## src/design/perc_pkg.sv

```systemverilog
package perc_pkg;

  // field and register widths
  localparam int OP_W      = 2;
  localparam int FEAT_W    = 16;
  localparam int IDX_W     = 4;
  localparam int WEIGHT_W  = 32;
  localparam int LR_W      = 16;
  localparam int BIAS_W    = 8;
  localparam int ACC_W     = 48;
  localparam int CFG_W     = 16;
  localparam int CFG_IDX_W = 1;

  // binary point of the accumulator (Q20.28)
  localparam int ACC_FRAC  = 28;

  // op codes
  localparam logic [OP_W-1:0] OP_PREDICT  = 2'd0;
  localparam logic [OP_W-1:0] OP_TRAIN    = 2'd1;
  localparam logic [OP_W-1:0] OP_LOAD     = 2'd2;
  localparam logic [OP_W-1:0] OP_RESERVED = 2'd3;

  // register indexes
  localparam logic [CFG_IDX_W-1:0] REG_LRATE = 1'b0;
  localparam logic [CFG_IDX_W-1:0] REG_BIAS  = 1'b1;

  localparam logic [LR_W-1:0]   LR_RESET   = 16'd655;
  localparam logic [BIAS_W-1:0] BIAS_RESET = 8'd0;

  typedef enum logic [2:0] {
    ST_IDLE,
    ST_ACC,
    ST_BIAS,
    ST_ALIGN,
    ST_UPDATE,
    ST_FINISH
  } perc_state_t;

  typedef struct packed {
    logic shift;
    logic load;
  } cell_ctl_t;

endpackage

```

## src/design/perc_if.sv

```systemverilog
interface perc_req_if;
  import perc_pkg::*;

  logic                       valid;
  logic                       ready;
  logic [OP_W-1:0]            op;
  logic signed [FEAT_W-1:0]   feature;
  logic                       label;
  logic                       last;
  logic [IDX_W-1:0]           weight_index;
  logic signed [WEIGHT_W-1:0] weight_value;

  modport source (output valid, op, feature, label, last, weight_index, weight_value,
                  input ready);
  modport sink   (input valid, op, feature, label, last, weight_index, weight_value,
                  output ready);
endinterface

interface perc_rsp_if;
  import perc_pkg::*;

  logic valid;
  logic ready;
  logic prediction;
  logic updated;
  logic saturated;

  modport source (output valid, prediction, updated, saturated, input ready);
  modport sink   (input valid, prediction, updated, saturated, output ready);
endinterface

```

## src/design/perc_cell.sv

```systemverilog
module perc_cell (
  input  logic                                 clk,
  input  logic                                 rst,
  input  perc_pkg::cell_ctl_t                  ctl,
  input  logic signed [perc_pkg::WEIGHT_W-1:0] weight_in,
  input  logic signed [perc_pkg::FEAT_W-1:0]   sample_in,
  input  logic signed [perc_pkg::WEIGHT_W-1:0] load_value,
  output logic signed [perc_pkg::WEIGHT_W-1:0] weight,
  output logic signed [perc_pkg::FEAT_W-1:0]   sample
);
  import perc_pkg::*;

  // load and shift never coincide
  always_ff @(posedge clk) begin
    if (rst) begin
      weight <= '0;
    end else if (ctl.load) begin
      weight <= load_value;
    end else if (ctl.shift) begin
      weight <= weight_in;
    end
  end

  always_ff @(posedge clk) begin
    if (ctl.shift) begin
      sample <= sample_in;
    end
  end

endmodule

```

## src/design/perceptron_train_predict.sv

```systemverilog
// Online perceptron, predict and train. Weights (Q16.16) and the buffered features of the
// current sample (Q4.12) live in a ring of FEATURES cells that rotates toward cell 0; cell 0
// is the head that feeds the multiply-accumulate and the weight update unit. A feature word
// is multiplied as ST_IDLE takes it and added with 48-bit saturation in ST_ACC; it rotates
// the ring by one while it has room, so the head holds the weight for the next feature. A
// weight load (op 2) or a reserved op is taken in ST_IDLE, which stays ready. After the
// last word, ST_BIAS adds bias and takes the sign, ST_ALIGN turns the ring back to slot 0,
// then for a training sample with a wrong prediction ST_UPDATE walks the ring (one multiply
// on the single shared multiplier, one saturating add per cell) and ST_FINISH hands over
// the result. A new word is taken while a result still waits in the output register; only
// the final step of the next sample waits for it. lrate and bias are to be written
// on cfg_write by the user only while the block idles; the block does not enforce this.
module perceptron_train_predict #(
  parameter int FEATURES = 16
) (
  input  logic                                  clk,
  input  logic                                  rst,
  input  logic                                  cfg_write,
  input  logic [perc_pkg::CFG_IDX_W-1:0]        cfg_index,
  input  logic [perc_pkg::CFG_W-1:0]            cfg_data,
  perc_req_if.sink                              req,
  perc_rsp_if.source                            rsp
);
  import perc_pkg::*;

  // rotation counter width, feature count width, width for load slot arithmetic
  localparam int RW = (FEATURES > 1) ? $clog2(FEATURES) : 1;
  localparam int PW = $clog2(FEATURES + 1);
  localparam int LW = ((RW > IDX_W) ? RW : IDX_W) + 1;
  // update path widths: lr*x, then +-2*lr*x with rounding headroom, then weight sum
  localparam int MW = LR_W + FEAT_W + 1;
  localparam int DW = MW + 2;
  localparam int NW = DW + 1;
  localparam int Q12 = 12;

  localparam logic [RW-1:0] ROT_LAST  = RW'(FEATURES - 1);
  localparam logic [PW-1:0] POS_FULL  = PW'(FEATURES);
  localparam logic [LW-1:0] SLOT_FULL = LW'(FEATURES);

  localparam logic signed [ACC_W:0]  ACC_HI  = (ACC_W + 1)'({1'b0, {(ACC_W - 1){1'b1}}});
  localparam logic signed [ACC_W:0]  ACC_LO  = (ACC_W + 1)'({2'b11, {(ACC_W - 1){1'b0}}});
  localparam logic signed [NW-1:0]   W_HI    = NW'({1'b0, {(WEIGHT_W - 1){1'b1}}});
  localparam logic signed [NW-1:0]   W_LO    = -(NW'({1'b1, {(WEIGHT_W - 1){1'b0}}}));
  localparam logic signed [DW-1:0]   RND_HALF = DW'(2048);

  // control state
  perc_state_t state, state_next;
  logic [PW-1:0] pos;          // features taken in this sample
  logic [RW-1:0] rot;          // logical slot now sitting in the head cell
  logic          phase;        // update walk: 0 multiply, 1 add and shift
  logic          sum_sat;      // sticky clamp of the running sum
  logic          out_valid;

  // configuration
  logic [LR_W-1:0]          lrate;
  logic signed [BIAS_W-1:0] bias;

  // datapath
  logic signed [ACC_W-1:0] acc;
  logic signed [ACC_W-1:0] prod;
  logic signed [MW-1:0]    upd_prod;
  logic                    last_word, train_word, label_word;
  logic                    pred, sat_flag, upd_flag, err;
  logic                    out_pred, out_upd, out_sat;

  // ring of cells
  logic signed [WEIGHT_W-1:0] cell_w [FEATURES];
  logic signed [FEAT_W-1:0]   cell_s [FEATURES];
  logic signed [WEIGHT_W-1:0] tail_w;
  logic signed [FEAT_W-1:0]   tail_s;
  logic                       shift_en, load_en, req_ready;
  logic [RW-1:0]              load_slot, rot_inc;

  // input word decode
  logic take, feat_word, load_word, pos_open, idx_ok;
  logic [LW-1:0] idx_ext, rot_ext, slot_l;

  assign take      = req.valid && req_ready;
  assign feat_word = (req.op == OP_PREDICT) || (req.op == OP_TRAIN);
  assign load_word = (req.op == OP_LOAD);
  assign pos_open  = pos < POS_FULL;

  // physical cell of a logical weight slot given the current rotation
  assign idx_ext = LW'(req.weight_index);
  assign rot_ext = LW'(rot);
  assign idx_ok  = idx_ext < SLOT_FULL;
  always_comb begin
    if (idx_ext >= rot_ext) begin
      slot_l = idx_ext - rot_ext;
    end else begin
      slot_l = idx_ext + SLOT_FULL - rot_ext;
    end
  end
  assign load_slot = slot_l[RW-1:0];

  assign rot_inc = (rot == ROT_LAST) ? '0 : rot + 1'b1;

  // saturating accumulate
  logic signed [ACC_W:0]   acc_sum, bias_sum, bias_ext;
  logic signed [ACC_W-1:0] acc_clamped, total;
  logic                    acc_clip, total_clip;

  assign acc_sum  = (ACC_W + 1)'(acc) + (ACC_W + 1)'(prod);
  assign bias_ext = (ACC_W + 1)'(bias) <<< ACC_FRAC;
  assign bias_sum = (ACC_W + 1)'(acc) + bias_ext;

  always_comb begin
    acc_clip = 1'b0;
    acc_clamped = acc_sum[ACC_W-1:0];
    if (acc_sum > ACC_HI) begin
      acc_clip = 1'b1;
      acc_clamped = ACC_HI[ACC_W-1:0];
    end else if (acc_sum < ACC_LO) begin
      acc_clip = 1'b1;
      acc_clamped = ACC_LO[ACC_W-1:0];
    end
  end

  always_comb begin
    total_clip = 1'b0;
    total = bias_sum[ACC_W-1:0];
    if (bias_sum > ACC_HI) begin
      total_clip = 1'b1;
      total = ACC_HI[ACC_W-1:0];
    end else if (bias_sum < ACC_LO) begin
      total_clip = 1'b1;
      total = ACC_LO[ACC_W-1:0];
    end
  end

  // weight update: delta = round(e*lr*x / 4096), e = +-2
  logic signed [DW-1:0]       step_v, delta;
  logic signed [NW-1:0]       w_sum;
  logic signed [WEIGHT_W-1:0] new_w;
  logic                       w_clip, in_sample;

  assign step_v    = label_word ? (DW'(upd_prod) <<< 1) : -(DW'(upd_prod) <<< 1);
  assign delta     = (step_v + RND_HALF) >>> Q12;
  assign w_sum     = NW'(cell_w[0]) + NW'(delta);
  assign in_sample = PW'(rot) < pos;

  always_comb begin
    w_clip = 1'b0;
    new_w = w_sum[WEIGHT_W-1:0];
    if (w_sum > W_HI) begin
      w_clip = 1'b1;
      new_w = W_HI[WEIGHT_W-1:0];
    end else if (w_sum < W_LO) begin
      w_clip = 1'b1;
      new_w = W_LO[WEIGHT_W-1:0];
    end
  end

  // next state
  always_comb begin
    state_next = state;
    case (state)
      ST_IDLE: begin
        if (take && feat_word) begin
          state_next = ST_ACC;
        end
      end
      ST_ACC: begin
        state_next = last_word ? ST_BIAS : ST_IDLE;
      end
      ST_BIAS: begin
        state_next = ST_ALIGN;
      end
      ST_ALIGN: begin
        if (rot == '0) begin
          state_next = err ? ST_UPDATE : ST_FINISH;
        end
      end
      ST_UPDATE: begin
        if (phase && (rot == ROT_LAST)) begin
          state_next = ST_FINISH;
        end
      end
      ST_FINISH: begin
        if (!out_valid || rsp.ready) begin
          state_next = ST_IDLE;
        end
      end
      default: state_next = ST_IDLE;
    endcase
  end

  // ring control per state
  always_comb begin
    req_ready = 1'b0;
    shift_en  = 1'b0;
    load_en   = 1'b0;
    tail_w    = cell_w[0];
    tail_s    = cell_s[0];
    case (state)
      ST_IDLE: begin
        req_ready = 1'b1;
        shift_en  = take && feat_word && pos_open;
        load_en   = take && load_word && idx_ok;
        tail_s    = req.feature;
      end
      ST_ALIGN: begin
        shift_en = rot != '0;
      end
      ST_UPDATE: begin
        shift_en = phase;
        if (in_sample) begin
          tail_w = new_w;
        end
      end
      default: begin
        shift_en = 1'b0;
      end
    endcase
  end

  assign req.ready = req_ready;

  // the ring
  for (genvar k = 0; k < FEATURES; k++) begin : g_cell
    cell_ctl_t                  ctl;
    logic signed [WEIGHT_W-1:0] w_in;
    logic signed [FEAT_W-1:0]   s_in;

    if (k == FEATURES - 1) begin : g_tail
      assign w_in = tail_w;
      assign s_in = tail_s;
    end else begin : g_link
      assign w_in = cell_w[k+1];
      assign s_in = cell_s[k+1];
    end

    assign ctl.shift = shift_en;
    assign ctl.load  = load_en && (load_slot == RW'(k));

    perc_cell u_cell (
      .clk        (clk),
      .rst        (rst),
      .ctl        (ctl),
      .weight_in  (w_in),
      .sample_in  (s_in),
      .load_value (req.weight_value),
      .weight     (cell_w[k]),
      .sample     (cell_s[k])
    );
  end

  // control registers
  always_ff @(posedge clk) begin
    if (rst) begin
      state         <= ST_IDLE;
      pos           <= '0;
      rot           <= '0;
      phase         <= 1'b0;
      sum_sat       <= 1'b0;
      acc           <= '0;
      out_valid     <= 1'b0;
      lrate         <= LR_RESET;
      bias          <= BIAS_RESET;
    end else begin
      state <= state_next;

      if (cfg_write) begin
        case (cfg_index)
          REG_LRATE: lrate <= cfg_data[LR_W-1:0];
          REG_BIAS:  bias  <= cfg_data[BIAS_W-1:0];
          default:   lrate <= lrate;
        endcase
      end

      if (shift_en) begin
        rot <= rot_inc;
      end

      if (state == ST_IDLE && take && feat_word && pos_open) begin
        pos <= pos + 1'b1;
      end

      if (state == ST_ACC) begin
        acc <= acc_clamped;
        if (acc_clip) begin
          sum_sat <= 1'b1;
        end
      end

      if (state == ST_UPDATE) begin
        phase <= !phase;
      end else begin
        phase <= 1'b0;
      end

      // result goes out, sample state starts over
      if (state == ST_FINISH && (!out_valid || rsp.ready)) begin
        out_valid <= 1'b1;
        acc       <= '0;
        pos       <= '0;
        sum_sat   <= 1'b0;
      end else if (rsp.ready) begin
        out_valid <= 1'b0;
      end
    end
  end

  // payload registers
  always_ff @(posedge clk) begin
    if (state == ST_IDLE && take && feat_word) begin
      prod       <= pos_open ? ACC_W'(cell_w[0] * req.feature) : '0;
      last_word  <= req.last;
      train_word <= req.op == OP_TRAIN;
      label_word <= req.label;
    end

    if (state == ST_BIAS) begin
      pred     <= !total[ACC_W-1];
      sat_flag <= sum_sat || total_clip;
      upd_flag <= 1'b0;
      err      <= train_word && (label_word == total[ACC_W-1]);
    end

    if (state == ST_UPDATE && !phase) begin
      upd_prod <= $signed({1'b0, lrate}) * cell_s[0];
    end

    if (state == ST_UPDATE && phase && in_sample) begin
      if (new_w != cell_w[0]) begin
        upd_flag <= 1'b1;
      end
      if (w_clip) begin
        sat_flag <= 1'b1;
      end
    end

    if (state == ST_FINISH && (!out_valid || rsp.ready)) begin
      out_pred <= pred;
      out_upd  <= upd_flag;
      out_sat  <= sat_flag;
    end
  end

  assign rsp.valid      = out_valid;
  assign rsp.prediction = out_pred;
  assign rsp.updated    = out_upd;
  assign rsp.saturated  = out_sat;

endmodule

```

## src/flat_wrapper.sv

```systemverilog
// flat-port wrapper written by rule: the top's interface ports become plain ports
module perceptron_train_predict_flat import perc_pkg::*;
#(
  parameter int FEATURES = 16
)
  (clk, rst, cfg_write, cfg_index, cfg_data, req_valid, req_op, req_feature, req_label, req_last, req_weight_index, req_weight_value, req_ready, rsp_valid, rsp_prediction, rsp_updated, rsp_saturated, rsp_ready);
  perc_req_if req_i ();
  perc_rsp_if rsp_i ();
  input  logic clk;
  input  logic rst;
  input  logic cfg_write;
  input  logic [perc_pkg::CFG_IDX_W-1:0] cfg_index;
  input  logic [perc_pkg::CFG_W-1:0] cfg_data;
  input wire logic [$bits(req_i.valid)-1:0] req_valid;
  input wire logic [$bits(req_i.op)-1:0] req_op;
  input wire logic [$bits(req_i.feature)-1:0] req_feature;
  input wire logic [$bits(req_i.label)-1:0] req_label;
  input wire logic [$bits(req_i.last)-1:0] req_last;
  input wire logic [$bits(req_i.weight_index)-1:0] req_weight_index;
  input wire logic [$bits(req_i.weight_value)-1:0] req_weight_value;
  output wire logic [$bits(req_i.ready)-1:0] req_ready;
  output wire logic [$bits(rsp_i.valid)-1:0] rsp_valid;
  output wire logic [$bits(rsp_i.prediction)-1:0] rsp_prediction;
  output wire logic [$bits(rsp_i.updated)-1:0] rsp_updated;
  output wire logic [$bits(rsp_i.saturated)-1:0] rsp_saturated;
  input wire logic [$bits(rsp_i.ready)-1:0] rsp_ready;
  assign req_i.valid = req_valid;
  assign req_i.op = req_op;
  assign req_i.feature = req_feature;
  assign req_i.label = req_label;
  assign req_i.last = req_last;
  assign req_i.weight_index = req_weight_index;
  assign req_i.weight_value = req_weight_value;
  assign req_ready = req_i.ready;
  assign rsp_valid = rsp_i.valid;
  assign rsp_prediction = rsp_i.prediction;
  assign rsp_updated = rsp_i.updated;
  assign rsp_saturated = rsp_i.saturated;
  assign rsp_i.ready = rsp_ready;
  perceptron_train_predict #(.FEATURES(FEATURES)) u_core (.clk(clk), .rst(rst), .cfg_write(cfg_write), .cfg_index(cfg_index), .cfg_data(cfg_data), .req(req_i), .rsp(rsp_i));
endmodule
```

## config.mk

```make
export PLATFORM = sky130hd
export DESIGN_NAME = perceptron_train_predict_flat
export DESIGN_NICKNAME = d
export VERILOG_FILES = /design/src/design/perc_pkg.sv /design/src/design/perc_if.sv /design/src/design/perc_cell.sv /design/src/design/perceptron_train_predict.sv /design/src/flat_wrapper.sv
export SDC_FILE = /design/constraint.sdc
export NUM_CORES = 2
export LEC_CHECK = 0
export CAP_MARGIN = 20
export CORE_MARGIN = 4
export CORE_UTILIZATION = 45
export DETAILED_ROUTE_END_ITERATION = 10
export DONT_BUFFER_PORTS = 1
export PLACE_DENSITY = 0.64
export SLEW_MARGIN = 15
export SYNTH_ARGS = -nofsm -noshare
export SYNTH_HDL_FRONTEND = slang
export SYNTH_SLANG_ARGS = --single-unit
```

## constraint.sdc

```tcl
create_clock -name clk -period 31.8 [get_ports clk]
set_input_delay 6.36 -clock clk [delete_from_list [all_inputs] [get_ports clk]]
set_output_delay 6.36 -clock clk [all_outputs]
set_load 0.01 [all_outputs]
```

==> flow_summary.json <==
{
  "required_ns": 32.25,
  "wl_met1_um": 85700,
  "clkSinkCount": 946,
  "ys_warn_count": 0,
  "ir_drop_mv": 0.0515,
  "slowest_delay_ns": 0.65,
  "place_congestion": 0.915,
  "wl_per_cell_um": 19.5,
  "violations": "slew limit",
  "start_util_pct": 45.4,
  "postCtsHoldBufs": 0,
  "ff2ff_path_depth": 27,
  "dieHeight_um": 403,
  "drt_iter0_drc": 4775,
  "clkPwrFrac_pct": 34.3,
  "finalSetupViolCount": 0,
  "critPathLaunch": "req_feature[6]",
  "grt_max_degree": 548,
  "r2r_setup_slack_ns": 22.69,
  "rsz0062_at_grt": "no",
  "crit_path_frequent_cell": "fa_1",
  "dp_slack_ns": 18.40,
  "setup_tns_ns": 0,
  "ys_seq_elements": 946,
  "timing.final.ws_setup_ns": 19.11,
  "wl_met2_um": 89500,
  "path_class": "in2reg",
  "antenna_found_initial": 10,
  "status": "finished with violations",
  "yosys.area.top_type": "fa_1",
  "dp_hpwl_um": 131000,
  "slowest_stage": "o31ai_1",
  "sw_frac_of_total_pct": 32.0,
  "crit_end": "u_core.prod[47]",
  "ys_types": 84,
  "synth_area_um2": 70000,
  "grt-ovfl-total": 0,
  "clk_path_buf_depth": 3,
  "cts_tree": "yes",
  "cts.clk_slew.worst_paths_ns": 0.06,
  "place_inst": 9685,
  "yosys-top-cells-area": "fa_1 20%, dfxtp_1 17%, edfxtp_1 15%",
  "crit_fanout": 33,
  "p_int_uw": 2530,
  "row_count": 144,
  "synth_edf_count": 345,
  "ant_nets": 0,
  "p_leak_uw": 0.0314,
  "synth.top_cell.area_share_pct": 19.5,
  "dr.max_layer_used": "met5",
  "core_um2": 154000,
  "start_kind": "input port",
  "grt_util_all_layers_pct": 23.5,
  "vias": 55200,
  "fin_worst_skew_ns": 0.0376,
  "grt_pass1_wl_um": 307000,
  "syn_to_final_growth_pct": 7.04,
  "combPwrFrac_pct": 28.6,
  "critPathArrivalTime_ns": 13.14,
  "min_path_type": "reg2reg",
  "synth.net_count": 9216,
  "fin_cells": 9887,
  "yosysSeqAreaShare_pct": 32.0,
  "layout.nets": 8858,
  "async_flop_share_pct": 0,
  "r2r_end": "u_core.upd_flag",
  "drive_gt1_share_pct": 4.04,
  "maxSlewViolCount": 210,
  "power.density_nw_per_um2": 49.7,
  "syn_inst": 8107,
  "p_sw_uw": 1190,
  "pin_count": 83,
  "hold_viol": 0,
  "rr_startpoint": "u_core.upd_prod[5]",
  "fmax_ghz": 0.0788,
  "postCtsSetupBuffers": 0,
  "ys.flop_type": "dfxtp_1",
  "ctsRootBufferMaster": "clkbuf_16",
  "clk_latency_ns": 0.73,
  "post-route-drc-count": 0,
  "cts_buffers": 105,
  "grt_pass1_vias": 54500,
  "tightestPinTransition_ns": 1.77,
  "cts.htree.levels": 3,
  "fin_crit_sh_pct": 39.9,
  "end_kind": "flip-flop",
  "wl_met3_um": 12000,
  "cts_resized": 0,
  "dieArea_um2": 162000,
  "vias_per_cell": 5.58,
  "maxCapViolCount": 0,
  "drt_wl_total_um": 193000,
  "syn_avg_cell_area_um2": 8.64,
  "finalCriticalPeriod_ns": 12.69,
  "die_w_um": 403,
  "slew_headroom_pct": -17.8,
  "numPortBuffers": 0,
  "seq_power_share_pct": 37.1,
  "nFillCells": 14600,
  "firstDrtPassIters": 6
}
==> power groups by stage <==
stage	Combinational (uW)	Sequential, uW	Clock, uW
after floorplan	836	1390	0
after global placement	1040	1410	0
after detailed placement	1050	1410	0
after CTS	1080	1380	1310
after global routing	1220	1380	1360
final	1070	1380	1280
==> cells in the final DEF (no fill, tap or decap), types with 109 or more instances in the layout <==
cell / instances
nand3_1: 294
inv_1: 816
fa_1: 684
and2_1: 267
xnor2_1: 125
nor2_1: 716
a21oi_1: 288
a311oi_1: 230
ha_1: 347
edfxtp_1: 345
clkbuf_16: 109
nand2_1: 1622
o21ai_0: 434
dfxtp_1: 600
==> metrics by stage <==
step	util [%]	total power (uW)	hold slack, ns	cell area [um^2]
global route	48.6	3960	0.407	75000
floorplan	-	2230	0.400	70000
global placement	46.1	2440	0.400	71200
finish	48.6	3730	0.404	75000
detailed placement	46.2	2460	0.405	71300
CTS	48.5	3760	0.407	74900
==> per-layer routing <==
layer	global-route usage [%]	vias up
li1	-	25900
met1	32.5	27500
met2	38.1	1496
met3	3.90	307
met4	6.91	6
met5	0	-
==> worst max-delay path, delay by kind of cell <==
| family | cells | cell delay (ns) |
|---|---|---|
| adder cells (fa/ha/maj) | 7 | 3.37 |
| AO/OA/AOI/OAI | 11 | 2.81 |
| buffers and inverters | 5 | 0.28 |
| XOR/XNOR | 1 | 0.14 |
| AND/OR/NAND/NOR | 2 | 0.13 |
==> flip-flops by register name, indices dropped and copies added, names as in the netlist <==
name and flops:
u_core.acc 48, u_core.sum_sat 1, u_core.phase 1, u_core.rsp.valid 1
u_core.rsp.updated 1, u_core.rsp.prediction 1, u_core.pred 1, u_core.g_cell.u_cell.sample 256
u_core.err 1, u_core.upd_flag 1, u_core.g_cell.u_cell.weight 512, u_core.rot 4
u_core.label_word 1, u_core.pos 5, u_core.sat_flag 1, u_core.state 3
u_core.train_word 1, u_core.rsp.saturated 1, u_core.upd_prod 33, u_core.prod 48
u_core.last_word 1, u_core.bias 8, u_core.lrate 16
==> worst min path at each step <==
stage | startpoint | endpoint | slack (ns) | depth (start not counted)
6_report | u_core.pred | u_core.rsp.prediction | 0.40 | 0
3_5_place_dp | u_core.g_cell[11].u_cell.sample[0] | u_core.g_cell[10].u_cell.sample[0] | 0.40 | 0
5_1_grt | u_core.pred | u_core.rsp.prediction | 0.41 | 0
2_1_floorplan | u_core.g_cell[1].u_cell.sample[0] | u_core.g_cell[0].u_cell.sample[0] | 0.40 | 0
3_3_place_gp | u_core.g_cell[5].u_cell.sample[0] | u_core.g_cell[4].u_cell.sample[0] | 0.40 | 0
4_1_cts | u_core.pred | u_core.rsp.prediction | 0.41 | 0
==> cell families (layout without fill, tap and decap cells) <==
kind of cell / count (synthesis) / in the layout / share of synthesized area [%]
and+or+nand+nor: 3230 / 3230 / 20.0
AOI/OAI and AO/OA: 1330 / 1330 / 12.3
buffers and inverters: 1355 / 1086 / 7.29
adders and majority gates: 1038 / 1038 / 25.8
muxes: 25 / 25 / 0.389
other: 0 / 5 / 0
DFF: 946 / 946 / 32.0
xor gates and xnor gates: 183 / 183 / 2.29
==> area by class of cell <==
cell class / instances / area [um^2] / area share, %
clock buffers: 151 / 3100 / 4.13
inverters: 818 / 3080 / 4.11
multi-input cells: 5806 / 42600 / 56.9
clock inverters: 45 / 578 / 0.771
well taps: 2044 / 2560 / 3.41
diodes: 5 / 12.5 / 0.0167
flip-flops and latches: 946 / 22400 / 29.9
repair buffers: 72 / 618 / 0.824
==> cell usage after synthesis (all sizes together), types with 75 or more instances <==
cell / number
nand2: 1637
inv: 818
nor2: 723
fa: 684
dfxtp: 601
clkbuf: 511
o21ai: 435
ha: 347
edfxtp: 345
nand3: 294
a21oi: 289
and2: 268
a311oi: 231
xnor2: 125
a21o: 82
nand2b: 75
Note: power is estimated with default switching activity, not from simulation.
